===== src/ffha_pkg.sv =====
// ----------------------------------------------------------------------------
// First-fit heap allocator package
// Shared constants, codes, payload types and controller/datapath types.
// ----------------------------------------------------------------------------
package ffha_pkg;

   // Default sizes of the arena and the block table.
   localparam int ARENA_BYTES_DEF  = 1048576;
   localparam int HEADER_BYTES_DEF = 32;
   localparam int MAX_BLOCKS_DEF   = 64;

   // Field widths fixed by the request and response formats.
   localparam int REQ_BYTES_W = 21;
   localparam int ADDR_W      = 20;
   localparam int STATUS_W    = 2;

   // Payload sizes are rounded up to this granule.
   localparam int GRANULE_BYTES = 16;

   // Response status codes.
   localparam logic [STATUS_W-1:0] STATUS_DONE       = 2'd0;
   localparam logic [STATUS_W-1:0] STATUS_NO_FIT     = 2'd1;
   localparam logic [STATUS_W-1:0] STATUS_IGNORED    = 2'd2;
   localparam logic [STATUS_W-1:0] STATUS_FREE_AGAIN = 2'd3;

   // Operation codes.
   localparam logic OP_ALLOCATE = 1'b0;
   localparam logic OP_RELEASE  = 1'b1;

   typedef struct packed {
      logic                   operation;
      logic [REQ_BYTES_W-1:0] request_bytes;
      logic [ADDR_W-1:0]      release_address;
   } req_payload_type;

   typedef struct packed {
      logic [ADDR_W-1:0]   granted_address;
      logic [STATUS_W-1:0] status;
   } rsp_payload_type;

   typedef enum logic [3:0] {
      S_INIT,
      S_IDLE,
      S_SCAN_RD,
      S_SCAN_EV,
      S_SHIFT_RD,
      S_SHIFT_WR,
      S_SPLIT_TAIL,
      S_SPLIT_HEAD,
      S_MERGE_RD,
      S_MERGE_EV,
      S_MERGE_FLUSH,
      S_FINISH
   } ctrl_state_type;

   typedef enum logic [3:0] {
      CMD_NONE,
      CMD_INIT,
      CMD_ACCEPT,
      CMD_SCAN_NEXT,
      CMD_ALLOC_TAKE,
      CMD_SHIFT_START,
      CMD_SHIFT_WR,
      CMD_SPLIT_TAIL,
      CMD_SPLIT_HEAD,
      CMD_FREE_AGAIN,
      CMD_FREE_MARK,
      CMD_MERGE_STEP,
      CMD_MERGE_FLUSH,
      CMD_LOAD_RSP
   } dp_cmd_type;

   typedef struct packed {
      logic scan_end;
      logic hit;
      logic entry_used;
      logic split_ok;
      logic shift_end;
      logic is_release;
      logic req_bad;
      logic rsp_free;
   } dp_status_type;

endpackage


===== src/ffha_chan_if.sv =====
// ----------------------------------------------------------------------------
// Valid/ready channel
// Carries one payload per handshake between a source and a sink.
// ----------------------------------------------------------------------------
interface ffha_chan_if #(parameter type payload_type = logic);
   logic        valid;
   logic        ready;
   payload_type payload;

   modport source (output valid, output payload, input ready);
   modport sink (input valid, input payload, output ready);
endinterface


===== src/first_fit_heap_allocator.sv =====
// ----------------------------------------------------------------------------
// First-fit heap allocator
// Address-ordered block table with first-fit search, splitting and merging.
// ----------------------------------------------------------------------------
// The allocator handles one request at a time over a block table memory with
// one write port and one registered read port; each table entry visited is
// addressed through the scan pointer and then evaluated from the registered
// data. An allocate request scans up to the granted block and, when the block
// is split, shifts the later entries up one by one; a miss scans the whole
// table. A release scans to find its block and, when the block was in use,
// makes a full merge pass over the table. After reset the block writes the
// initial free block before it accepts its first request. The response is
// held in an output register, so a new request is accepted while the previous
// response still waits to be taken.
// ----------------------------------------------------------------------------
module first_fit_heap_allocator import ffha_pkg::*; #(
   parameter int ARENA_BYTES  = ARENA_BYTES_DEF,
   parameter int HEADER_BYTES = HEADER_BYTES_DEF,
   parameter int MAX_BLOCKS   = MAX_BLOCKS_DEF
) (
   input  logic        clock,
   input  logic        reset,
   ffha_chan_if.sink   req,
   ffha_chan_if.source rsp
);

   // Command and status buses between the sequencer and the datapath.
   dp_cmd_type    cmd;
   dp_status_type status;

   // The controller alone decides when a request is taken.
   ffha_controller u_controller (
      .clock     (clock),
      .reset     (reset),
      .req_valid (req.valid),
      .status    (status),
      .req_ready (req.ready),
      .cmd       (cmd)
   );

   // The datapath owns the block table and the response register.
   ffha_datapath #(
      .ARENA_BYTES  (ARENA_BYTES),
      .HEADER_BYTES (HEADER_BYTES),
      .MAX_BLOCKS   (MAX_BLOCKS)
   ) u_datapath (
      .clock       (clock),
      .reset       (reset),
      .cmd         (cmd),
      .req_payload (req.payload),
      .rsp_ready   (rsp.ready),
      .rsp_valid   (rsp.valid),
      .rsp_payload (rsp.payload),
      .status      (status)
   );

endmodule


===== src/ffha_datapath.sv =====
// ----------------------------------------------------------------------------
// Allocator datapath
// Block table memory, scan pointers, working entry and response register.
// ----------------------------------------------------------------------------
module ffha_datapath import ffha_pkg::*; #(
   parameter int ARENA_BYTES  = ARENA_BYTES_DEF,
   parameter int HEADER_BYTES = HEADER_BYTES_DEF,
   parameter int MAX_BLOCKS   = MAX_BLOCKS_DEF
) (
   input  logic            clock,
   input  logic            reset,
   input  dp_cmd_type      cmd,
   input  req_payload_type req_payload,
   input  logic            rsp_ready,
   output logic            rsp_valid,
   output rsp_payload_type rsp_payload,
   output dp_status_type   status
);

   localparam int AW = $clog2(ARENA_BYTES);
   localparam int XW = ((AW > REQ_BYTES_W) ? AW : REQ_BYTES_W) + 2;
   localparam int IW = $clog2(MAX_BLOCKS);
   localparam int CW = $clog2(MAX_BLOCKS + 1);
   localparam logic [XW-1:0] HDR_X    = XW'(HEADER_BYTES);
   localparam logic [XW-1:0] ARENA_X  = XW'(ARENA_BYTES);
   localparam logic [XW-1:0] GRAN_X   = XW'(GRANULE_BYTES);
   localparam logic [XW-1:0] GMASK_X  = ~(XW'(GRANULE_BYTES - 1));
   localparam logic [CW-1:0] MAX_C    = CW'(MAX_BLOCKS);

   typedef struct packed {
      logic [AW-1:0] start;
      logic [AW-1:0] size;
      logic          used;
   } entry_type;

   entry_type mem [MAX_BLOCKS];
   entry_type rd_data_ff;

   logic                mem_we;
   logic [IW-1:0]       mem_wa;
   entry_type           mem_wd;

   logic                op_ff, op_in;
   logic [XW-1:0]       need_ff, need_in;
   logic [AW-1:0]       target_ff, target_in;
   logic [CW-1:0]       count_ff, count_in;
   logic [CW-1:0]       ptr_ff, ptr_in;
   logic [CW-1:0]       hit_ff, hit_in;
   logic [CW-1:0]       wr_ptr_ff, wr_ptr_in;
   entry_type           cur_ff, cur_in;
   logic [ADDR_W-1:0]   res_addr_ff, res_addr_in;
   logic [STATUS_W-1:0] res_status_ff, res_status_in;
   logic                rsp_valid_ff, rsp_valid_in;
   rsp_payload_type     rsp_data_ff, rsp_data_in;

   logic [XW-1:0] req_n;
   logic [XW-1:0] req_need;
   logic [XW-1:0] rel_x;
   logic [XW-1:0] rel_base;
   logic          rel_bad;
   logic [XW-1:0] rd_size_x;
   logic [XW-1:0] cur_end_x;
   logic          can_merge;

   always_comb begin
      req_n    = XW'(req_payload.request_bytes);
      if (req_n == '0) begin
         req_n = XW'(1);
      end
      req_need = (req_n + GRAN_X - XW'(1)) & GMASK_X;
      rel_x    = XW'(req_payload.release_address);
      rel_base = rel_x - HDR_X;
      rel_bad  = (rel_x == '0) || (rel_x < HDR_X) || (rel_base >= ARENA_X);
      rd_size_x = XW'(rd_data_ff.size);
      cur_end_x = XW'(cur_ff.start) + HDR_X + XW'(cur_ff.size);
      can_merge = !cur_ff.used && !rd_data_ff.used && (cur_end_x == XW'(rd_data_ff.start));
   end

   always_comb begin
      status.scan_end   = (ptr_ff == count_ff);
      status.hit        = (op_ff == OP_RELEASE) ? (rd_data_ff.start == target_ff)
                                                : (!rd_data_ff.used && rd_size_x >= need_ff);
      status.entry_used = rd_data_ff.used;
      status.split_ok   = (rd_size_x >= need_ff + HDR_X + GRAN_X) && (count_ff < MAX_C);
      status.shift_end  = (ptr_ff == hit_ff);
      status.is_release = op_ff;
      status.req_bad    = (req_payload.operation == OP_RELEASE) && rel_bad;
      status.rsp_free   = !rsp_valid_ff || rsp_ready;
   end

   always_comb begin
      op_in         = op_ff;
      need_in       = need_ff;
      target_in     = target_ff;
      count_in      = count_ff;
      ptr_in        = ptr_ff;
      hit_in        = hit_ff;
      wr_ptr_in     = wr_ptr_ff;
      cur_in        = cur_ff;
      res_addr_in   = res_addr_ff;
      res_status_in = res_status_ff;
      rsp_valid_in  = rsp_valid_ff && !rsp_ready;
      rsp_data_in   = rsp_data_ff;
      mem_we        = 1'b0;
      mem_wa        = '0;
      mem_wd        = '0;
      case (cmd)
         CMD_INIT: begin
            mem_we         = 1'b1;
            mem_wd.start   = '0;
            mem_wd.size    = AW'(ARENA_BYTES - HEADER_BYTES);
            mem_wd.used    = 1'b0;
            count_in       = CW'(1);
         end
         CMD_ACCEPT: begin
            op_in         = req_payload.operation;
            need_in       = req_need;
            target_in     = rel_base[AW-1:0];
            ptr_in        = '0;
            res_addr_in   = '0;
            res_status_in = (req_payload.operation == OP_RELEASE) ? STATUS_IGNORED
                                                                   : STATUS_NO_FIT;
         end
         CMD_SCAN_NEXT: begin
            ptr_in = ptr_ff + CW'(1);
         end
         CMD_ALLOC_TAKE: begin
            mem_we        = 1'b1;
            mem_wa        = ptr_ff[IW-1:0];
            mem_wd        = rd_data_ff;
            mem_wd.used   = 1'b1;
            res_addr_in   = ADDR_W'(XW'(rd_data_ff.start) + HDR_X);
            res_status_in = STATUS_DONE;
         end
         CMD_SHIFT_START: begin
            cur_in = rd_data_ff;
            hit_in = ptr_ff;
            ptr_in = count_ff - CW'(1);
         end
         CMD_SHIFT_WR: begin
            mem_we = 1'b1;
            mem_wa = IW'(ptr_ff + CW'(1));
            mem_wd = rd_data_ff;
            ptr_in = ptr_ff - CW'(1);
         end
         CMD_SPLIT_TAIL: begin
            mem_we       = 1'b1;
            mem_wa       = IW'(hit_ff + CW'(1));
            mem_wd.start = AW'(XW'(cur_ff.start) + HDR_X + need_ff);
            mem_wd.size  = AW'(XW'(cur_ff.size) - need_ff - HDR_X);
            mem_wd.used  = 1'b0;
            count_in     = count_ff + CW'(1);
         end
         CMD_SPLIT_HEAD: begin
            mem_we        = 1'b1;
            mem_wa        = hit_ff[IW-1:0];
            mem_wd.start  = cur_ff.start;
            mem_wd.size   = AW'(need_ff);
            mem_wd.used   = 1'b1;
            res_addr_in   = ADDR_W'(XW'(cur_ff.start) + HDR_X);
            res_status_in = STATUS_DONE;
         end
         CMD_FREE_AGAIN: begin
            res_status_in = STATUS_FREE_AGAIN;
         end
         CMD_FREE_MARK: begin
            mem_we      = 1'b1;
            mem_wa      = ptr_ff[IW-1:0];
            mem_wd      = rd_data_ff;
            mem_wd.used = 1'b0;
            ptr_in      = '0;
            wr_ptr_in   = '0;
         end
         CMD_MERGE_STEP: begin
            if (ptr_ff == '0) begin
               cur_in = rd_data_ff;
            end else if (can_merge) begin
               cur_in.size = AW'(XW'(cur_ff.size) + HDR_X + rd_size_x);
            end else begin
               mem_we    = 1'b1;
               mem_wa    = wr_ptr_ff[IW-1:0];
               mem_wd    = cur_ff;
               wr_ptr_in = wr_ptr_ff + CW'(1);
               cur_in    = rd_data_ff;
            end
            ptr_in = ptr_ff + CW'(1);
         end
         CMD_MERGE_FLUSH: begin
            mem_we        = 1'b1;
            mem_wa        = wr_ptr_ff[IW-1:0];
            mem_wd        = cur_ff;
            count_in      = wr_ptr_ff + CW'(1);
            res_addr_in   = '0;
            res_status_in = STATUS_DONE;
         end
         CMD_LOAD_RSP: begin
            rsp_valid_in                = 1'b1;
            rsp_data_in.granted_address = res_addr_ff;
            rsp_data_in.status          = res_status_ff;
         end
         default: begin
         end
      endcase
   end

   // Single write port, one registered read port at the scan pointer.
   always_ff @(posedge clock) begin
      if (mem_we) begin
         mem[mem_wa] <= mem_wd;
      end
      rd_data_ff <= mem[ptr_ff[IW-1:0]];
   end

   always_ff @(posedge clock) begin
      if (reset) begin
         count_ff     <= CW'(1);
         rsp_valid_ff <= 1'b0;
      end else begin
         count_ff     <= count_in;
         rsp_valid_ff <= rsp_valid_in;
      end
   end

   always_ff @(posedge clock) begin
      op_ff         <= op_in;
      need_ff       <= need_in;
      target_ff     <= target_in;
      ptr_ff        <= ptr_in;
      hit_ff        <= hit_in;
      wr_ptr_ff     <= wr_ptr_in;
      cur_ff        <= cur_in;
      res_addr_ff   <= res_addr_in;
      res_status_ff <= res_status_in;
      rsp_data_ff   <= rsp_data_in;
   end

   assign rsp_valid   = rsp_valid_ff;
   assign rsp_payload = rsp_data_ff;

endmodule


===== src/ffha_controller.sv =====
// ----------------------------------------------------------------------------
// Allocator controller
// Sequences table scan, split insertion and merge pass over the datapath.
// ----------------------------------------------------------------------------
module ffha_controller import ffha_pkg::*; (
   input  logic          clock,
   input  logic          reset,
   input  logic          req_valid,
   input  dp_status_type status,
   output logic          req_ready,
   output dp_cmd_type    cmd
);

   ctrl_state_type state_ff, state_in;

   always_comb begin
      state_in = state_ff;
      case (state_ff)
         S_INIT: begin
            state_in = S_IDLE;
         end
         S_IDLE: begin
            if (req_valid) begin
               state_in = status.req_bad ? S_FINISH : S_SCAN_RD;
            end
         end
         S_SCAN_RD: begin
            state_in = status.scan_end ? S_FINISH : S_SCAN_EV;
         end
         S_SCAN_EV: begin
            if (!status.hit) begin
               state_in = S_SCAN_RD;
            end else if (status.is_release) begin
               state_in = status.entry_used ? S_MERGE_RD : S_FINISH;
            end else begin
               state_in = status.split_ok ? S_SHIFT_RD : S_FINISH;
            end
         end
         S_SHIFT_RD: begin
            state_in = status.shift_end ? S_SPLIT_TAIL : S_SHIFT_WR;
         end
         S_SHIFT_WR: begin
            state_in = S_SHIFT_RD;
         end
         S_SPLIT_TAIL: begin
            state_in = S_SPLIT_HEAD;
         end
         S_SPLIT_HEAD: begin
            state_in = S_FINISH;
         end
         S_MERGE_RD: begin
            state_in = status.scan_end ? S_MERGE_FLUSH : S_MERGE_EV;
         end
         S_MERGE_EV: begin
            state_in = S_MERGE_RD;
         end
         S_MERGE_FLUSH: begin
            state_in = S_FINISH;
         end
         S_FINISH: begin
            if (status.rsp_free) begin
               state_in = S_IDLE;
            end
         end
         default: begin
            state_in = S_INIT;
         end
      endcase
   end

   always_comb begin
      cmd       = CMD_NONE;
      req_ready = 1'b0;
      case (state_ff)
         S_INIT: begin
            cmd = CMD_INIT;
         end
         S_IDLE: begin
            req_ready = 1'b1;
            if (req_valid) begin
               cmd = CMD_ACCEPT;
            end
         end
         S_SCAN_EV: begin
            if (!status.hit) begin
               cmd = CMD_SCAN_NEXT;
            end else if (status.is_release) begin
               cmd = status.entry_used ? CMD_FREE_MARK : CMD_FREE_AGAIN;
            end else begin
               cmd = status.split_ok ? CMD_SHIFT_START : CMD_ALLOC_TAKE;
            end
         end
         S_SHIFT_WR: begin
            cmd = CMD_SHIFT_WR;
         end
         S_SPLIT_TAIL: begin
            cmd = CMD_SPLIT_TAIL;
         end
         S_SPLIT_HEAD: begin
            cmd = CMD_SPLIT_HEAD;
         end
         S_MERGE_EV: begin
            cmd = CMD_MERGE_STEP;
         end
         S_MERGE_FLUSH: begin
            cmd = CMD_MERGE_FLUSH;
         end
         S_FINISH: begin
            if (status.rsp_free) begin
               cmd = CMD_LOAD_RSP;
            end
         end
         default: begin
            cmd = CMD_NONE;
         end
      endcase
   end

   always_ff @(posedge clock) begin
      if (reset) begin
         state_ff <= S_INIT;
      end else begin
         state_ff <= state_in;
      end
   end

endmodule


===== src/flat_wrapper.sv =====
// flat-port wrapper written by rule: the top's interface ports become plain ports
module first_fit_heap_allocator_flat import ffha_pkg::*;
#(
   parameter int ARENA_BYTES  = ARENA_BYTES_DEF,
   parameter int HEADER_BYTES = HEADER_BYTES_DEF,
   parameter int MAX_BLOCKS   = MAX_BLOCKS_DEF
)
  (clock, reset, req_valid, req_payload, req_ready, rsp_valid, rsp_payload, rsp_ready);
  ffha_chan_if #(.payload_type(req_payload_type)) req_i ();
  ffha_chan_if #(.payload_type(rsp_payload_type)) rsp_i ();
  input  logic clock;
  input  logic reset;
  input wire logic [$bits(req_i.valid)-1:0] req_valid;
  input wire logic [$bits(req_i.payload)-1:0] req_payload;
  output wire logic [$bits(req_i.ready)-1:0] req_ready;
  output wire logic [$bits(rsp_i.valid)-1:0] rsp_valid;
  output wire logic [$bits(rsp_i.payload)-1:0] rsp_payload;
  input wire logic [$bits(rsp_i.ready)-1:0] rsp_ready;
  assign req_i.valid = req_valid;
  assign req_i.payload = req_payload;
  assign req_ready = req_i.ready;
  assign rsp_valid = rsp_i.valid;
  assign rsp_payload = rsp_i.payload;
  assign rsp_i.ready = rsp_ready;
  first_fit_heap_allocator #(.ARENA_BYTES(ARENA_BYTES), .HEADER_BYTES(HEADER_BYTES), .MAX_BLOCKS(MAX_BLOCKS)) u_core (.clock(clock), .reset(reset), .req(req_i), .rsp(rsp_i));
endmodule

===== config.mk =====
export PLATFORM = sky130hd
export DESIGN_NAME = first_fit_heap_allocator_flat
export DESIGN_NICKNAME = d
export VERILOG_FILES = /design/src/ffha_pkg.sv /design/src/ffha_chan_if.sv /design/src/first_fit_heap_allocator.sv /design/src/ffha_datapath.sv /design/src/ffha_controller.sv /design/src/flat_wrapper.sv
export SDC_FILE = /design/constraint.sdc
export NUM_CORES = 2
export LEC_CHECK = 0
export BUFFER_PORTS_ARGS = -buffer_cell sky130_fd_sc_hd__buf_2
export CORE_MARGIN = 4
export CORE_UTILIZATION = 23
export DETAILED_ROUTE_END_ITERATION = 8
export PLACE_DENSITY = 0.43
export SLEW_MARGIN = 25
export SYNTH_ARGS = -nofsm -noshare
export SYNTH_HDL_FRONTEND = slang
export SYNTH_SLANG_ARGS = --single-unit
export TNS_END_PERCENT = 5

===== constraint.sdc =====
create_clock -name clock -period 7.04 [get_ports clock]
set_clock_uncertainty 0.05 [all_clocks]
set_input_delay 0.704 -clock clock [delete_from_list [all_inputs] [get_ports clock]]
set_output_delay 0.704 -clock clock [all_outputs]
set_load 0.03 [all_outputs]

==> metrics.cfg <==
[outcome]
status = finished clean

[yosys]
synth_xor_area_share_pct = 1.46
synth_warnings = 0
syn-instance-count = 5400
synth_top_family_by_area = multiplexers
syn_avg_cell_area_sq_um = 21.2
ys_async_sr_fraction_pct = 0
ys_types = 85
yosysSeqAreaShare_pct = 73.6
yosys.area_share.adder_pct = 1.66
synth_common_cells = edfxtp_1, mux4_2, nor2_1
syn_area_sq_mm = 0.114
synth_top_area_share_pct = 72.7
mappedNetlistNets = 5596
synth_edf_count = 2769
synth_most_common_cell = edfxtp_1
synth_simple_gate_area_share_pct = 2.53
yosysTopAreaCell = edfxtp_1
synth_mux_area_share_pct = 17.1
synth_area_leaders = edfxtp_1, mux4_2, ha_1, dfxtp_1, xnor2_1
synth_compound_area_share_pct = 2.37
ys_ff_latch = 2822
synthFlopType = edfxtp_1

[worst_setup_path]
slowest_stage = or4_1
cp.arrival_ns = 7.13
max_stage_delay_ns = 0.53
reg2reg_slack_ns = 0.46
cp_max_fo = 16
cp-end-kind = register
cp.required_ns = 7.58
path_class = register to register
start_kind = register
crit_chain = and3_1 -> and3_1 -> and4_1 -> nand2_1 -> xnor2_1 -> ha_1 -> xnor2_1 -> and3b_1 -> or3_1 -> a2111oi_0 -> buf_4 -> nand4b_1 -> or4_1 -> nor4_2 -> buf_4 -> o31ai_4 -> a221oi_4 -> buf_12 -> nand3_1 -> buf_4 -> nor2_4 -> buf_12
cp_common_cell = buf_4

[cts]
clk_latency_ns = 0.90
cts-htree-levels = 5
clock_sinks = 2822
cts_tree = done
cts_resized = 0
clockBufferDepth = 4
cts-root-buf = clkbuf_16
cts_buffers = 312
clk_pin_slew_ns = 0.06
postCtsSetupBuffers = 0

[cells_and_area]
syn2layout_area_growth_pct = 19.9
final_nets = 6000
final_cells = 12680
final_layout_size_suffix_gt1_share_pct = 29.0

[routing]
vias_per_cell = 4.53
drt_first_pass_iters = 5
drt-wirelength-per-cell_microns = 27.6
vias = 57384
drt_iter0_markers = 6259
drc_errors = 0
wl_microns = 350000
drtAntennaViolNets = 0

[grt]
grt_pass1_wl_microns = 485000
overflow = 0
grt_pass1_vias = 58079
antenna_found_initial = 47
track_usage_pct = 13.4
grt_max_degree = 125

[sta]
fmax_ghz = 0.152
rsz0062_at_grt = no
hold_viol = 0
fin_crit_sh_pct = 93.5
maxSlewHeadroom_pct = 24.8
layout_min_cycle_time_ns = 6.58
slew_violations = 0
finalSetupViolCount = 0
worst_pin_slew_ns = 1.13
final.setup.tns_ns = 0

[power_and_ir_drop]
peakVddDrop_mv = 0.204
power_mw = 39.0
powerDensity_mw_per_mm2 = 284
power_leakage_nw = 44.1

[floorplan]
num_rows = 258
start_util_pct = 23.1
die_h_microns = 713
pin_count = 70
core_area_sq_mm = 0.495
die-area_sq_mm = 0.509
die_x_microns = 713

[placed_design]
hpwl_microns = 225000
globalplace.congestion = 0.836
port_buffers = 69
dp_cells = 12114

[job]
maxCapViolCount = 0

[hold_path]
hold_path_class = input pin to register

==> cells in the final DEF (no fill, tap or decap), types with 13 or more instances in the layout <==
master / n
edfxtp_1: 2769
mux4_2: 861
clkbuf_16: 318
buf_12: 179
ha_1: 147
nand2_1: 114
nor2_1: 109
inv_1: 108
xnor2_1: 100
buf_4: 98
o21ai_0: 92
xor2_1: 88
a21oi_1: 79
clkbuf_1: 74
buf_2: 69
clkinv_1: 64
nor2_4: 64
nand3_1: 55
dfxtp_1: 53
clkinv_2: 43
nor3_1: 40
nand4_1: 29
bufinv_16: 25
and3_1: 23
nor2b_1: 22
nor4_1: 18
o21a_1: 17
nand2b_1: 16
or3_1: 14
mux2i_1: 14
a21o_1: 13
a31oi_1: 13
a222oi_1: 13
==> sequential cells by signal, indices dropped and copies added, names as in the netlist, 18 cells and up <==
signal and flops:
u_core.u_datapath.rd_data_ff 40, u_core.u_datapath.target_ff 20, u_core.u_datapath.mem 2624, u_core.u_datapath.rsp_payload 22, u_core.u_datapath.cur_ff 41, u_core.u_datapath.need_ff 18
u_core.u_datapath.res_addr_ff 20
==> layout make-up <==
class	instances	area, sq um
multi-input combinational	2204	29600
timing repair buffer	352	4740
antenna	9	22.5
tap	6630	8300
sequential	2822	84200
inverter	112	420
clock inverter	157	1610
clock buffer	394	8260
fill	48563	358000
==> through the flow <==
stage	util (%)	setup slack (ns)	hold slack, ns	cell area [sq um]
after floorplan	-	0.0954	0.350	114000
after global placement	25.7	0.237	0.369	127000
after detailed placement	25.7	0.476	0.361	127000
after CTS	27.7	0.503	0.0424	137000
after global routing	27.7	0.239	0.0829	137000
final	27.7	0.456	0.113	137000
==> layer usage <==
layer	global-route usage (%)	vias to the layer above	wire length, microns	part of all wire [%]
met5	0	-	27	0.0077
met4	2.94	4	7350	2.1
met3	1.49	404	16300	4.7
met2	21.2	1798	163000	47
met1	19.7	31578	163000	47
li1	-	23600	-	-
==> path summary, 6_finish.rpt <==
kind | from | end | depth (start not counted)
worst max-delay path | u_core.u_datapath.cur_ff[29]$_DFFE_PP_ | u_core.u_datapath.mem[56][27]$_DFFE_PP_ | 22
worst max register to register | u_core.u_datapath.cur_ff[29]$_DFFE_PP_ | u_core.u_datapath.mem[56][27]$_DFFE_PP_ | 22
worst min-delay path | req_payload[27] | u_core.u_datapath.need_ff[7]$_DFFE_PP_ | 2
worst min register to register | u_core.u_datapath.res_status_ff[1]$_DFFE_PP_ | u_core.u_datapath.rsp_payload[1]$_DFFE_PP_ | 0
==> worst max-delay path: cells and delay by family, from the launching register on <==
family                   cells  cell delay (ns)
AO/OA/AOI/OAI                3             0.87
flip-flops                   1             0.42
XOR/XNOR                     2             0.49
adder cells (fa/ha/maj)      1             0.37
buffers and inverters        5             1.03
AND/OR/NAND/NOR             11             3.03
==> cells by family after synthesis <==
group,count (synthesis)
adders and majority gates,150
muxes,882
AOI/OAI and AO/OA,403
xor gates and xnor gates,189
and+or+nand+nor,580
buffers and inverters,374
DFF,2822
==> repair_timing <==
action,in CTS,in global routing
endpoints found under the hold margin,5,0
endpoints found under the setup margin,0,0
hold buffers,5,0
==> power breakdown <==
part | total, mW | internal (mW) | switching, mW | leakage (nW)
clock network | 15.9 | 9.26 | 6.67 | 4.79
registers | 19.0 | 18.8 | 0.273 | 27.3
logic | 4.03 | 1.51 | 2.51 | 12.0
Power figures use the tool's default switching activity.
